<file path="config.mk">
export PLATFORM = sky130hd
export DESIGN_NAME = yuv_pixel_grayscale_top
export DESIGN_NICKNAME = d
export VERILOG_FILES = /design/src/rtl/core/ypg_pkg.sv /design/src/rtl/core/yuv_pixel_grayscale_top.sv
export SDC_FILE = /design/constraint.sdc
export NUM_CORES = 1
export LEC_CHECK = 0
export BUFFER_PORTS_ARGS = -buffer_cell sky130_fd_sc_hd__buf_2
export CAP_MARGIN = 40
export CORE_AREA = 8 8 146 202
export DETAILED_ROUTE_END_ITERATION = 8
export DIE_AREA = 0 0 154 210
export HOLD_SLACK_MARGIN = 0.06
export PLACE_DENSITY = 0.79
export SLEW_MARGIN = 20
export SYNTH_ARGS = -nofsm -noshare
export SYNTH_HDL_FRONTEND = slang
export SYNTH_SLANG_ARGS = --single-unit
</file>
<file path="constraint.sdc">
create_clock -name clk -period 19.8 [get_ports clk]
set_input_delay 3.96 -clock clk [delete_from_list [all_inputs] [get_ports clk]]
set_output_delay 3.96 -clock clk [all_outputs]
set_load 0.1 [all_outputs]
</file>
<file path="src/rtl/core/ypg_pkg.sv">
// shared constants and coefficient helpers for the yuv grayscale block
package ypg_pkg;

    localparam int       CoefFracBitsDefault = 16;
    localparam longint   Micro               = 1000000;

    // coefficients in millionths
    localparam longint   KrvMicro = 1370705;
    localparam longint   KgvMicro = 698001;
    localparam longint   KguMicro = 337633;
    localparam longint   KbuMicro = 1732446;

    localparam logic [7:0] ChromaOffset  = 8'd128;
    localparam logic [7:0] ChannelMax    = 8'd255;

    // floor(x / 3) as (x * 683) >> 11, exact for x up to 765
    localparam logic [9:0] Div3Mul   = 10'd683;
    localparam int         Div3Shift = 11;

    typedef enum logic [0:0]
    {
        GRAY_AVG = 1'b0,
        GRAY_MIN = 1'b1
    } gray_mode_t;

    // scale by 2^frac_bits and round half up
    function automatic longint rounded_coef(input longint micro_val, input int frac_bits);
        return ((micro_val <<< frac_bits) + Micro / 2) / Micro;
    endfunction

endpackage

</file>
<file path="src/rtl/core/yuv_pixel_grayscale_top.sv">
// yuv pixel to grayscale converter, top level
//
// usage:
//   s_axis carries one yuv pixel per beat (y, u, v bytes); m_axis carries the
//   gray pixel with luma set to the gray value and both chroma bytes at 128.
//   cfg_valid/cfg_data write the gray mode bit (0 average, 1 minimum); cfg_ready
//   is always high. write it only while no pixel is in flight.
// pipeline and throughput:
//   pixels pass the input register, then the output register that feeds m_axis.
//   one pixel per cycle is sustained: the input register feeds a single pass of
//   fixed-point color conversion, clamp and gray selection into the output
//   register, and both stages move together whenever the output is free or
//   being taken.
// reset:
//   rst_n clears both stage valid flags and sets the mode to average.
// stall:
//   while m_axis_tready is low the result holds; one further pixel is still
//   accepted into the input register, after which s_axis_tready drops until
//   the output drains.
module yuv_pixel_grayscale_top #(
    parameter int COEF_FRAC_BITS = ypg_pkg::CoefFracBitsDefault
) (
    input  logic        clk,
    input  logic        rst_n,

    input  logic        s_axis_tvalid,
    output logic        s_axis_tready,
    input  logic [23:0] s_axis_tdata,   // luma_in, blue_diff_in, red_diff_in

    output logic        m_axis_tvalid,
    input  logic        m_axis_tready,
    output logic [23:0] m_axis_tdata,   // luma_out, blue_diff_out, red_diff_out

    input  logic        cfg_valid,
    output logic        cfg_ready,
    input  logic [0:0]  cfg_data        // gray_mode
);

    localparam int CW = COEF_FRAC_BITS + 2;
    localparam int SW = COEF_FRAC_BITS + 10;

    localparam longint KrvL = ypg_pkg::rounded_coef(ypg_pkg::KrvMicro, COEF_FRAC_BITS);
    localparam longint KgvL = ypg_pkg::rounded_coef(ypg_pkg::KgvMicro, COEF_FRAC_BITS);
    localparam longint KguL = ypg_pkg::rounded_coef(ypg_pkg::KguMicro, COEF_FRAC_BITS);
    localparam longint KbuL = ypg_pkg::rounded_coef(ypg_pkg::KbuMicro, COEF_FRAC_BITS);

    localparam logic signed [CW-1:0] KRV = KrvL[CW-1:0];
    localparam logic signed [CW-1:0] KGV = KgvL[CW-1:0];
    localparam logic signed [CW-1:0] KGU = KguL[CW-1:0];
    localparam logic signed [CW-1:0] KBU = KbuL[CW-1:0];

    ypg_pkg::gray_mode_t mode_reg;

    logic       in_valid_reg;
    logic [7:0] y_reg;
    logic [7:0] u_reg;
    logic [7:0] v_reg;

    logic       out_valid_reg;
    logic [7:0] gray_reg;
    logic [7:0] gray_next;

    logic       advance;

    logic signed [8:0]    du;
    logic signed [8:0]    dv;
    logic signed [SW-1:0] base;
    logic signed [SW-1:0] r_sum;
    logic signed [SW-1:0] g_sum;
    logic signed [SW-1:0] b_sum;
    logic [7:0]           r_val;
    logic [7:0]           g_val;
    logic [7:0]           b_val;
    logic [9:0]           rgb_total;
    logic [19:0]          div_prod;
    logic [7:0]           min_rg;

    function automatic logic [7:0] chan_clamp(input logic signed [SW-1:0] sum);
        logic [8:0] whole;
        whole = sum[SW-2:COEF_FRAC_BITS];
        if (sum[SW-1])
            return 8'd0;
        else if (whole[8])
            return ypg_pkg::ChannelMax;
        else
            return whole[7:0];
    endfunction

    assign cfg_ready     = 1'b1;
    assign advance       = !out_valid_reg || m_axis_tready;
    assign s_axis_tready = !in_valid_reg || advance;

    always_ff @(posedge clk or negedge rst_n)
    begin
        if (!rst_n)
        begin
            mode_reg <= ypg_pkg::GRAY_AVG;
        end
        else if (cfg_valid && cfg_ready)
        begin
            mode_reg <= ypg_pkg::gray_mode_t'(cfg_data);
        end
    end

    // input stage
    always_ff @(posedge clk or negedge rst_n)
    begin
        if (!rst_n)
        begin
            in_valid_reg <= 1'b0;
        end
        else if (s_axis_tready)
        begin
            in_valid_reg <= s_axis_tvalid;
        end
    end

    always_ff @(posedge clk)
    begin
        if (s_axis_tvalid && s_axis_tready)
        begin
            y_reg <= s_axis_tdata[7:0];
            u_reg <= s_axis_tdata[15:8];
            v_reg <= s_axis_tdata[23:16];
        end
    end

    // color conversion and gray selection
    always_comb
    begin
        du    = $signed({1'b0, u_reg}) - $signed({1'b0, ypg_pkg::ChromaOffset});
        dv    = $signed({1'b0, v_reg}) - $signed({1'b0, ypg_pkg::ChromaOffset});
        base  = $signed({{(SW-8){1'b0}}, y_reg}) <<< COEF_FRAC_BITS;
        r_sum = base + SW'(KRV) * SW'(dv);
        g_sum = base - SW'(KGV) * SW'(dv) - SW'(KGU) * SW'(du);
        b_sum = base + SW'(KBU) * SW'(du);
        r_val = chan_clamp(r_sum);
        g_val = chan_clamp(g_sum);
        b_val = chan_clamp(b_sum);

        rgb_total = {2'b00, r_val} + {2'b00, g_val} + {2'b00, b_val};
        div_prod  = {10'd0, rgb_total} * {10'd0, ypg_pkg::Div3Mul};

        min_rg = (g_val < r_val) ? g_val : r_val;

        case (mode_reg)
            ypg_pkg::GRAY_MIN: gray_next = (b_val < min_rg) ? b_val : min_rg;
            default:           gray_next = div_prod[ypg_pkg::Div3Shift +: 8];
        endcase
    end

    // output stage
    always_ff @(posedge clk or negedge rst_n)
    begin
        if (!rst_n)
        begin
            out_valid_reg <= 1'b0;
        end
        else if (advance)
        begin
            out_valid_reg <= in_valid_reg;
        end
    end

    always_ff @(posedge clk)
    begin
        if (advance && in_valid_reg)
        begin
            gray_reg <= gray_next;
        end
    end

    assign m_axis_tvalid = out_valid_reg;
    assign m_axis_tdata  = {ypg_pkg::ChromaOffset, ypg_pkg::ChromaOffset, gray_reg};

endmodule

</file>
==> results of run 1 <==
[worst register-to-register path, delay by kind of cell (launching register included)]
family          cells  cell delay, ns
buf+inv            16            1.20
xor+xnor            5            1.51
compound gates     22            4.61
fa+ha+maj          20            7.99
flops               1            0.87
simple gates        3            0.28
[final timing paths]
| check | from | endpoint | slack (ns) | cells past startpoint |
|---|---|---|---|---|
| worst max-delay path | v_reg[7]$_DFFE_PP_ | gray_reg[6]$_DFFE_PP_ | 3.08 | 66 |
| max in group asynchronous | rst_n | in_valid_reg$_DFFE_PN0N_ | 16.26 | 1 |
| min in group asynchronous | rst_n | mode_reg$_DFFE_PN0P_ | 3.43 | 1 |
| worst min register to register | in_valid_reg$_DFFE_PN0N_ | m_axis_tvalid$_DFFE_PN0P_ | 0.49 | 1 |
| worst max register to register | v_reg[7]$_DFFE_PP_ | gray_reg[6]$_DFFE_PP_ | 3.08 | 66 |
| worst min-delay path | in_valid_reg$_DFFE_PN0N_ | m_axis_tvalid$_DFFE_PN0P_ | 0.49 | 1 |
[final cells by class]
cell class / instances / area share [%]
Multi-Input combinational cell: 1073 / 78.4
Inverter: 372 / 9.30
Sequential cell: 35 / 6.90
Tap cell: 328 / 2.73
Timing Repair Buffer: 42 / 1.53
Clock buffer: 5 / 0.834
Clock inverter: 3 / 0.317
[cells by family after synthesis]
logic type,Yosys count
buffers and inverters,393
adders and majority gates,548
and+or+nand+nor,188
AOI/OAI and AO/OA,229
other,2
DFF,35
muxes,15
xor gates and xnor gates,76
[through the flow]
| stage | util (%) | hold WS (ns) | setup WS, ns | instances | instance area, µm² |
|---|---|---|---|---|---|
| final | 56.5 | 0.489 | 3.08 | 1858 | 15000 |
| after global placement | 55.8 | 0.461 | 3.59 | 1848 | 14800 |
| after CTS | 56.5 | 0.492 | 3.09 | 1858 | 15000 |
| after floorplan | - | 0.449 | 4.51 | 1501 | 14300 |
| after global routing | 56.5 | 0.516 | 2.08 | 1858 | 15000 |
| after detailed placement | 55.9 | 0.486 | 3.12 | 1850 | 14800 |
[placed cells by master, fill, tap and decap left out, types with 21 or more instances in the layout]
cell type    n
a21o_1      21
a21oi_1     55
buf_2       39
edfxtp_1    32
fa_1       198
ha_1       350
inv_1      372
nand2_1     41
nor2_1      53
o21ai_0     56
xnor2_1     54
[per-layer routing]
metal	part of all wire [%]	vias up
met3	3.1	124
met5	0	-
met1	36	5107
met4	7.9	0
met2	53	296
li1	-	4919
==> run summary, run 1 <==
* 53.8% — initial core utilization
* 55.4 mm — wire length of the first global-routing pass
* finished, final reports clean — outcome
* 32300 µm² — area of the die
* 2 — CTS HTree Levels
* 9.61 µm² — Avg Cell Area, Syn
* 0 — number of hold buffers added after CTS
* 14300 µm² — mapped cell area
* clkbuf_16 — clock root cell
* 46.9% — Slew HR
* 0.796 ns — slew at the pin with the worst max-slew slack
* ha_1 — Yosys top cell by area
* 11800 µm² — area taken by multi-input logic gates
* 30.7% — share of the synthesized area in the top cell type
* 0 — Setup Buffers After CTS
* 10446 — vias post-DR
* 0.07 ns — clock transition at the registers of the reported paths
* 32 — number of flops mapped to enable cells by yosys
* 5.07% — Area growth syn-to-layout
* 4.86% — parity-gate share of the synthesized area counting xor and xnor cells
* register to register — start-to-end type of the worst setup path
* 0 — remaining routing DRC violations
* 58.4% — adder and majority cell fraction of the synthesized area
* 0.987 — routability congestion estimate from global placement
* 507 — DR iter-0 viols
* 0.31 ns — worst skew pair latency
* 18.0 µm — average wire length per cell after detail routing
* 84.4% — part of the cycle the worst path needs
* 2 — Max Buffers Root-to-Sink
* 15 — crit path max fanout
* 5 — length of the first detailed-routing pass in iterations
* 0 — warnings from Yosys
* 22.0% — met1 track demand over resource in global routing
* 0.87 ns — highest cell delay on the worst timing path
* ha_1 31%, fa_1 28%, inv_1 9.8% — cell types occupying the most area after synthesis
* 25 — largest net degree at the start of global routing
* 29.7 mm — half-perimeter wire length after placement
* register to register — class of the worst hold path
* edfxtp_1 — Worst path slowest cell
* 6.66% — fraction of the mapped netlist area in simple logic gates
* 11560 — number of global-route vias before repair
* adder cells — cell type group with the largest total delay on the critical path
* 0 — antenna diode instance count
* 26600 µm² — Std-Cell Core Area
* 372 x inv_1, 350 x ha_1, 198 x fa_1, 56 x o21ai_0, 55 x a21oi_1 — Post-synth top cells
* 0 — Final setup viols
* 5.29% — ratio of cells with drive above 1 in the final layout
* 33.4 mm — wirelength, routed
* inv_1 — Worst path most repeated cell
* 5 — number of CTS-inserted buffers
* 7.25% — sequential element share of the synthesized area
* 154 µm — overall die width
* 8.57% — fraction of synthesis flops using an asynchronous set or reset pin
* 2107 — final net count
* 0 ns — total negative slack
* 40.3% — met2 layer usage reported by global route
* 19.87 ns — CP Data Required Time
* 2229 — number of fill cells in the layout
* 71 — standard-cell row count
* 0 — antenna violations before repair
* 0.0114 ns — worst clock skew
* 1.84% — GR met3 Demand/Resource
* 1.10% — multiplexer area fraction after synthesis
* met2 — layer with the highest usage
* 0 — post-detailed-route count of antenna-violating nets
* 0 — sum of overflow across all layers after global routing
* 1040 µm² — Register Area
* 35 — clk sinks
* 0 — final count of pins violating max slew
* 16.72 ns — min Tclk post-route
* edfxtp_1 — Main synth FF type
* 57 — io pins
* 59.8 MHz — fmax
* adder cells — main combinational cell family by area after synthesis
* 10.9% — complex-gate fraction of the synthesized area
* 210 µm — height of the die
* 71 — library cells used by synthesis
* 39 — Port Buffer Count
* 0 — Final Hold Viols
* yes — TritonCTS clock tree
* 35 — post-synthesis sequential element count
* register — critical path startpoint category
* false — setup repair after global routing missed its margin
* 0 — count of instances resized after the clock tree is built
* 1486 — Gate Count Post-Synth
* 16 — worst path bufs/invs
* 0 — count of maximum capacitance violations
* 5.62 — vias per cell
* 16.79 ns — CP Data Arrival Time
* register — crit path capture type
* inv_1 — dominant cell by count in the synthesized netlist
* 21.4% — combined global-route utilization of all metal layers
Power of run 1 is not shown: default switching activity piles up to over one toggle a cycle in this logic, so the estimate is an artifact.
==> run 2: changes to the inputs <==
clock period = 15.75 ns   (was 19.8 ns; I/O delays follow)
==> run summary, run 2 (same netlist as run 1, synthesis figures left out) <==
* finished, final reports clean — outcome, unchanged
* 2 — CTS HTree Levels, unchanged
* register to register — start-to-end type of the worst setup path, unchanged
* 210 µm — height of the die, unchanged
* 30.0 mm — half-perimeter wire length after placement, was 29.7 mm
* in_valid_reg$_DFFE_PN0N_ — hold_sp, unchanged
* gray_reg[6]$_DFFE_PP_ — worst r2r dst, unchanged
* fa_1 — Worst path slowest cell, was edfxtp_1
* -0.00666 ns — pre-CTS worst setup slack, was 3.12 ns
* 2.09% — GR met3 Demand/Resource, was 1.84%
* 22.4% — met1 track demand over resource in global routing, was 22.0%
* 96.1% — part of the cycle the worst path needs, was 84.4%
* 15300 µm² — Final Cell Area, was 15000 µm²
* 0 — count of maximum capacitance violations, unchanged
* 1 — number of stages on the worst hold path, unchanged
* yes — TritonCTS clock tree, unchanged
* 15.19 ns — CP Data Arrival Time, was 16.79 ns
* 0.54 ns — highest cell delay on the worst timing path, was 0.87 ns
* 473 — DR iter-0 viols, was 507
* 0.61 ns — R2R Setup Slk, was 3.08 ns
* 0 ns — total negative slack, unchanged
* 0.30 ns — worst skew pair latency, was 0.31 ns
* 71 — standard-cell row count, unchanged
* 154 µm — overall die width, unchanged
* 372 x inv_1, 348 x ha_1, 198 x fa_1 — commonest non-fill, non-tap cells in the layout, was 372 x inv_1, 350 x ha_1, 198 x fa_1
* 32300 µm² — area of the die, unchanged
* 5 — number of CTS-inserted buffers, unchanged
* v_reg[6]$_DFFE_PP_ — worst r2r src, was v_reg[7]$_DFFE_PP_
* 21.6% — combined global-route utilization of all metal layers, was 21.4%
* 5 — length of the first detailed-routing pass in iterations, unchanged
* 18.2 µm — average wire length per cell after detail routing, was 18.0 µm
* register — critical path startpoint category, unchanged
* 11462 — number of global-route vias before repair, was 11560
* 7.48% — ratio of cells with drive above 1 in the final layout, was 5.29%
* 47.6% — Slew HR, was 46.9%
* 66.1 MHz — fmax, was 59.8 MHz
* 0.00555 ns — worst clock skew, was 0.0114 ns
* 0 — antenna violations before repair, unchanged
* 0 — post-detailed-route count of antenna-violating nets, unchanged
* clkbuf_16 — clock root cell, unchanged
* 25 — largest net degree at the start of global routing, unchanged
* 55.9 mm — wire length of the first global-routing pass, was 55.4 mm
* inv_1 — most common library cell in the layout ignoring fill and taps, unchanged
* met2 — layer with the highest usage, unchanged
* 10485 — vias post-DR, was 10446
* 0 — sum of overflow across all layers after global routing, unchanged
* 0 — final count of pins violating max slew, unchanged
* 26600 µm² — Std-Cell Core Area, unchanged
* inv_1 — Worst path most repeated cell, unchanged
* 41.1% — met2 layer usage reported by global route, was 40.3%
* 6 — crit path max fanout, was 15
* 39 — Port Buffer Count, unchanged
* 0 — antenna diode instance count, unchanged
* 0.766 ns — slew at the pin with the worst max-slew slack, was 0.796 ns
* 0.07 ns — clock transition at the registers of the reported paths, about the same
* 57.4% — fraction of the core area covered by cells at the end of the flow, was 56.5%
* 5.58 — vias per cell, was 5.62
* 53.8% — initial core utilization, unchanged
* 34.2 mm — wirelength, routed, was 33.4 mm
* 68 — number of cells on the worst reg-to-reg path, was 66
* register to register — class of the worst hold path, unchanged
* 0.612 ns — crit path setup slack, layout, was 3.08 ns
* 0 — number of hold buffers added after CTS, unchanged
* 15.81 ns — CP Data Required Time, was 19.87 ns
* 35 — clk sinks, unchanged
* 0 — Final setup viols, unchanged
* 2 — Max Buffers Root-to-Sink, unchanged
* 0 — remaining routing DRC violations, unchanged
* 14900 µm² — cell area after placement, was 14800 µm²
* 57 — io pins, unchanged
* register — crit path capture type, unchanged
* 0 — Final Hold Viols, unchanged
* 0.970 — routability congestion estimate from global placement, was 0.987
* 2128 — final net count, was 2107
* m_axis_tvalid$_DFFE_PN0P_ — destination of the worst hold path, unchanged
* 15.14 ns — min Tclk post-route, was 16.72 ns
* 6.79% — Area growth syn-to-layout, was 5.07%
-- run 2: worst max-delay path: cells and delay by family (launching register included) --
family | cells | cell delay (ns)
buf+inv | 16 | 1.13
xor+xnor | 3 | 0.65
compound gates | 20 | 3.40
simple gates | 7 | 1.03
fa+ha+maj | 22 | 8.25
flops | 1 | 0.45
-- run 2: how the worst max path moves through the flow --
stage | slack, ns | to | from
floorplan | 0.46 | gray_reg[6]$_DFFE_PP_ | v_reg[7]$_DFFE_PP_
global placement | 0.54 | gray_reg[6]$_DFFE_PP_ | v_reg[6]$_DFFE_PP_
detailed placement | -0.007 | gray_reg[6]$_DFFE_PP_ | v_reg[4]$_DFFE_PP_
CTS | 0.01 | gray_reg[6]$_DFFE_PP_ | v_reg[6]$_DFFE_PP_
global route | -0.03 | gray_reg[6]$_DFFE_PP_ | v_reg[6]$_DFFE_PP_
finish | 0.61 | gray_reg[6]$_DFFE_PP_ | v_reg[6]$_DFFE_PP_
-- run 2: routing by layer --
layer  up-vias  wire, µm  share of wire, %
li1       4965         -                 -
met1      5142     12500                36
met2       257     18600                54
met3       121      1030               3.0
met4         0      2170               6.3
met5         -         0                 0
-- run 2: cell type report --
class | instances | area, µm²
tap | 328 | 410
clock inverter | 3 | 47.5
timing repair buffer | 63 | 375
fill | 2214 | 11300
clock buffer | 5 | 125
inverter | 372 | 1400
multi-input combinational | 1073 | 11900
sequential | 35 | 1040
-- run 2: stage by stage --
step / hold slack, ns / cells
after floorplan: 0.449 / 1501
after global placement: 0.469 / 1863
after detailed placement: 0.492 / 1863
after CTS: 0.501 / 1871
after global routing: 0.527 / 1879
final: 0.498 / 1879
-- run 2: what timing repair did --
item / 4_1_cts / 5_1_grt
pin swaps: 0 / 5
setup endpoints to repair: 2 / 7
buffers inserted: 0 / 8
gates cloned: 0 / 0
gates resized for setup: 1 / 20
Power of run 2 is left out for the same reason.
==> run 3: changes to the inputs <==
CORE_AREA = 8 8 155 216   (was 8 8 146 202)
DIE_AREA = 0 0 163 224   (was 0 0 154 210)
PLACE_DENSITY = 0.72   (was 0.79)
clock period = 15.48 ns   (was 15.75 ns; I/O delays follow)
==> run summary, run 3 (same netlist as run 1, synthesis figures left out) <==
* 30200 µm² — Std-Cell Core Area, was 26600 µm²
* 19.3% — combined global-route utilization of all metal layers, was 21.6%
* 0 — antenna diode instance count, unchanged
* 57 — io pins, unchanged
* 76 — standard-cell row count, was 71
* 2720 — number of fill cells in the layout, was 2214
* 0.07 ns — clock transition at the registers of the reported paths, about the same
* 7.68% — Area growth syn-to-layout, was 6.79%
* adder cells — cell type group with the largest total delay on the critical path, unchanged
* 33.9 mm — wirelength, routed, was 34.2 mm
* 0.53 ns — highest cell delay on the worst timing path, was 0.54 ns
* finished, final reports clean — outcome, unchanged
* 2 — CTS HTree Levels, unchanged
* fa_1 — Worst path slowest cell, unchanged
* 0.00641 ns — worst clock skew, was 0.00555 ns
* 224 µm — height of the die, was 210 µm
* 0.31 ns — worst skew pair latency, was 0.30 ns
* 17.4 µm — average wire length per cell after detail routing, was 18.2 µm
* 50.9% — fraction of the core area covered by cells at the end of the flow, was 57.4%
* 39 — Port Buffer Count, unchanged
* 0 — antenna violations before repair, unchanged
* inv_1 — Worst path most repeated cell, unchanged
* 47.2% — initial core utilization, was 53.8%
* 14.93 ns — CP Data Arrival Time, was 15.19 ns
* 0 — post-detailed-route count of antenna-violating nets, unchanged
* 11503 — number of global-route vias before repair, was 11462
* 35 — clk sinks, unchanged
* 0 — number of hold buffers added after CTS, unchanged
* 20 — largest net degree at the start of global routing, was 25
* 2 — Max Buffers Root-to-Sink, unchanged
* yes — TritonCTS clock tree, unchanged
* 44.2% — Slew HR, was 47.6%
* 5 — length of the first detailed-routing pass in iterations, unchanged
* 0.942 — routability congestion estimate from global placement, was 0.970
* 56.4 mm — wire length of the first global-routing pass, was 55.9 mm
* 15.54 ns — CP Data Required Time, was 15.81 ns
* register — crit path capture type, unchanged
* 0 — remaining routing DRC violations, unchanged
* 5.34 — vias per cell, was 5.58
* 0 — sum of overflow across all layers after global routing, unchanged
* 1 — number of stages on the worst hold path, unchanged
* 2134 — final net count, was 2128
* 96.1% — part of the cycle the worst path needs, about the same
* 10388 — vias post-DR, was 10485
* 62 — number of cells on the worst reg-to-reg path, was 68
* 67.2 MHz — fmax, was 66.1 MHz
* register — critical path startpoint category, unchanged
* inv_1 — most common library cell in the layout ignoring fill and taps, unchanged
* 11 — worst path bufs/invs, was 16
* v_reg[3]$_DFFE_PP_ — worst r2r src, was v_reg[6]$_DFFE_PP_
* clkbuf_16 — clock root cell, unchanged
* 36500 µm² — area of the die, was 32300 µm²
* 0.829 ns — slew at the pin with the worst max-slew slack, was 0.766 ns
* m_axis_tvalid$_DFFE_PN0P_ — destination of the worst hold path, unchanged
* register to register — class of the worst hold path, unchanged
* 6 — crit path max fanout, unchanged
* 0 — Final setup viols, unchanged
* register to register — start-to-end type of the worst setup path, unchanged
* 5 — number of CTS-inserted buffers, unchanged
* in_valid_reg$_DFFE_PN0N_ — hold_sp, unchanged
* 372 x inv_1, 346 x ha_1, 198 x fa_1 — commonest non-fill, non-tap cells in the layout, was 372 x inv_1, 348 x ha_1, 198 x fa_1
* 0.61 ns — R2R Setup Slk, about the same
* 14.87 ns — min Tclk post-route, was 15.14 ns
* 411 — DR iter-0 viols, was 473
* 62 — Stages on worst setup path, was 68
* 30.2 mm — half-perimeter wire length after placement, was 30.0 mm
* gray_reg[6]$_DFFE_PP_ — worst r2r dst, unchanged
* 0 — final count of pins violating max slew, unchanged
* 0 — Final Hold Viols, unchanged
* 0 — count of maximum capacitance violations, unchanged
* 8.09% — ratio of cells with drive above 1 in the final layout, was 7.48%
* 163 µm — overall die width, was 154 µm
-- run 3: changes by cell type in the layout (fill, tap and decap cells not counted), sizes merged --
cell,previous run,this run
buf,63,69
-- run 3: worst max path at each step --
stage                                   from               endpoint  slack (ns)
after floorplan           v_reg[7]$_DFFE_PP_  gray_reg[6]$_DFFE_PP_        0.19
after global placement    v_reg[3]$_DFFE_PP_  gray_reg[6]$_DFFE_PP_        0.32
after detailed placement  v_reg[3]$_DFFE_PP_  gray_reg[6]$_DFFE_PP_       -0.11
after CTS                 v_reg[3]$_DFFE_PP_  gray_reg[6]$_DFFE_PP_       0.009
after global routing      v_reg[3]$_DFFE_PP_  gray_reg[6]$_DFFE_PP_       -0.12
final                     v_reg[3]$_DFFE_PP_  gray_reg[6]$_DFFE_PP_        0.61
-- run 3: stage by stage --
stage | area (µm²) | hold slack, ns | setup WS [ns] | TNS, ns | std cells
6_report | 15400 | 0.489 | 0.609 | 0 | 1947
3_3_place_gp | 15000 | 0.473 | 0.316 | 0 | 1930
5_1_grt | 15400 | 0.537 | -0.118 | -0.151 | 1947
3_5_place_dp | 15000 | 0.485 | -0.108 | -0.125 | 1930
2_1_floorplan | 14300 | 0.449 | 0.191 | 0 | 1501
4_1_cts | 15200 | 0.498 | 0.00901 | 0 | 1938
-- run 3: routing by layer --
| layer | vias up | wire length, µm | track usage [%] |
|---|---|---|---|
| li1 | 4977 | - | - |
| met5 | - | 0 | 0 |
| met2 | 251 | 18100 | 36.5 |
| met4 | 0 | 2080 | 10.6 |
| met3 | 83 | 1100 | 1.78 |
| met1 | 5077 | 12600 | 20.4 |
-- run 3: final cells by class --
type / instances / area (µm²) / share of cell area (%)
inverters: 372 / 1400 / 9.08
clock inverters: 3 / 47.5 / 0.309
repair buffers: 69 / 420 / 2.73
well taps: 390 / 488 / 3.17
multi-input cells: 1073 / 11900 / 77.2
flip-flops and latches: 35 / 1040 / 6.73
clock buffers: 5 / 125 / 0.813
-- run 3: timing repair --
item / CTS / global route
cloned: 0 / 0
buffers inserted: 0 / 9
gates resized for setup: 2 / 23
pin swaps: 0 / 12
endpoints found under the setup margin: 2 / 8
Power of run 3 is left out for the same reason.
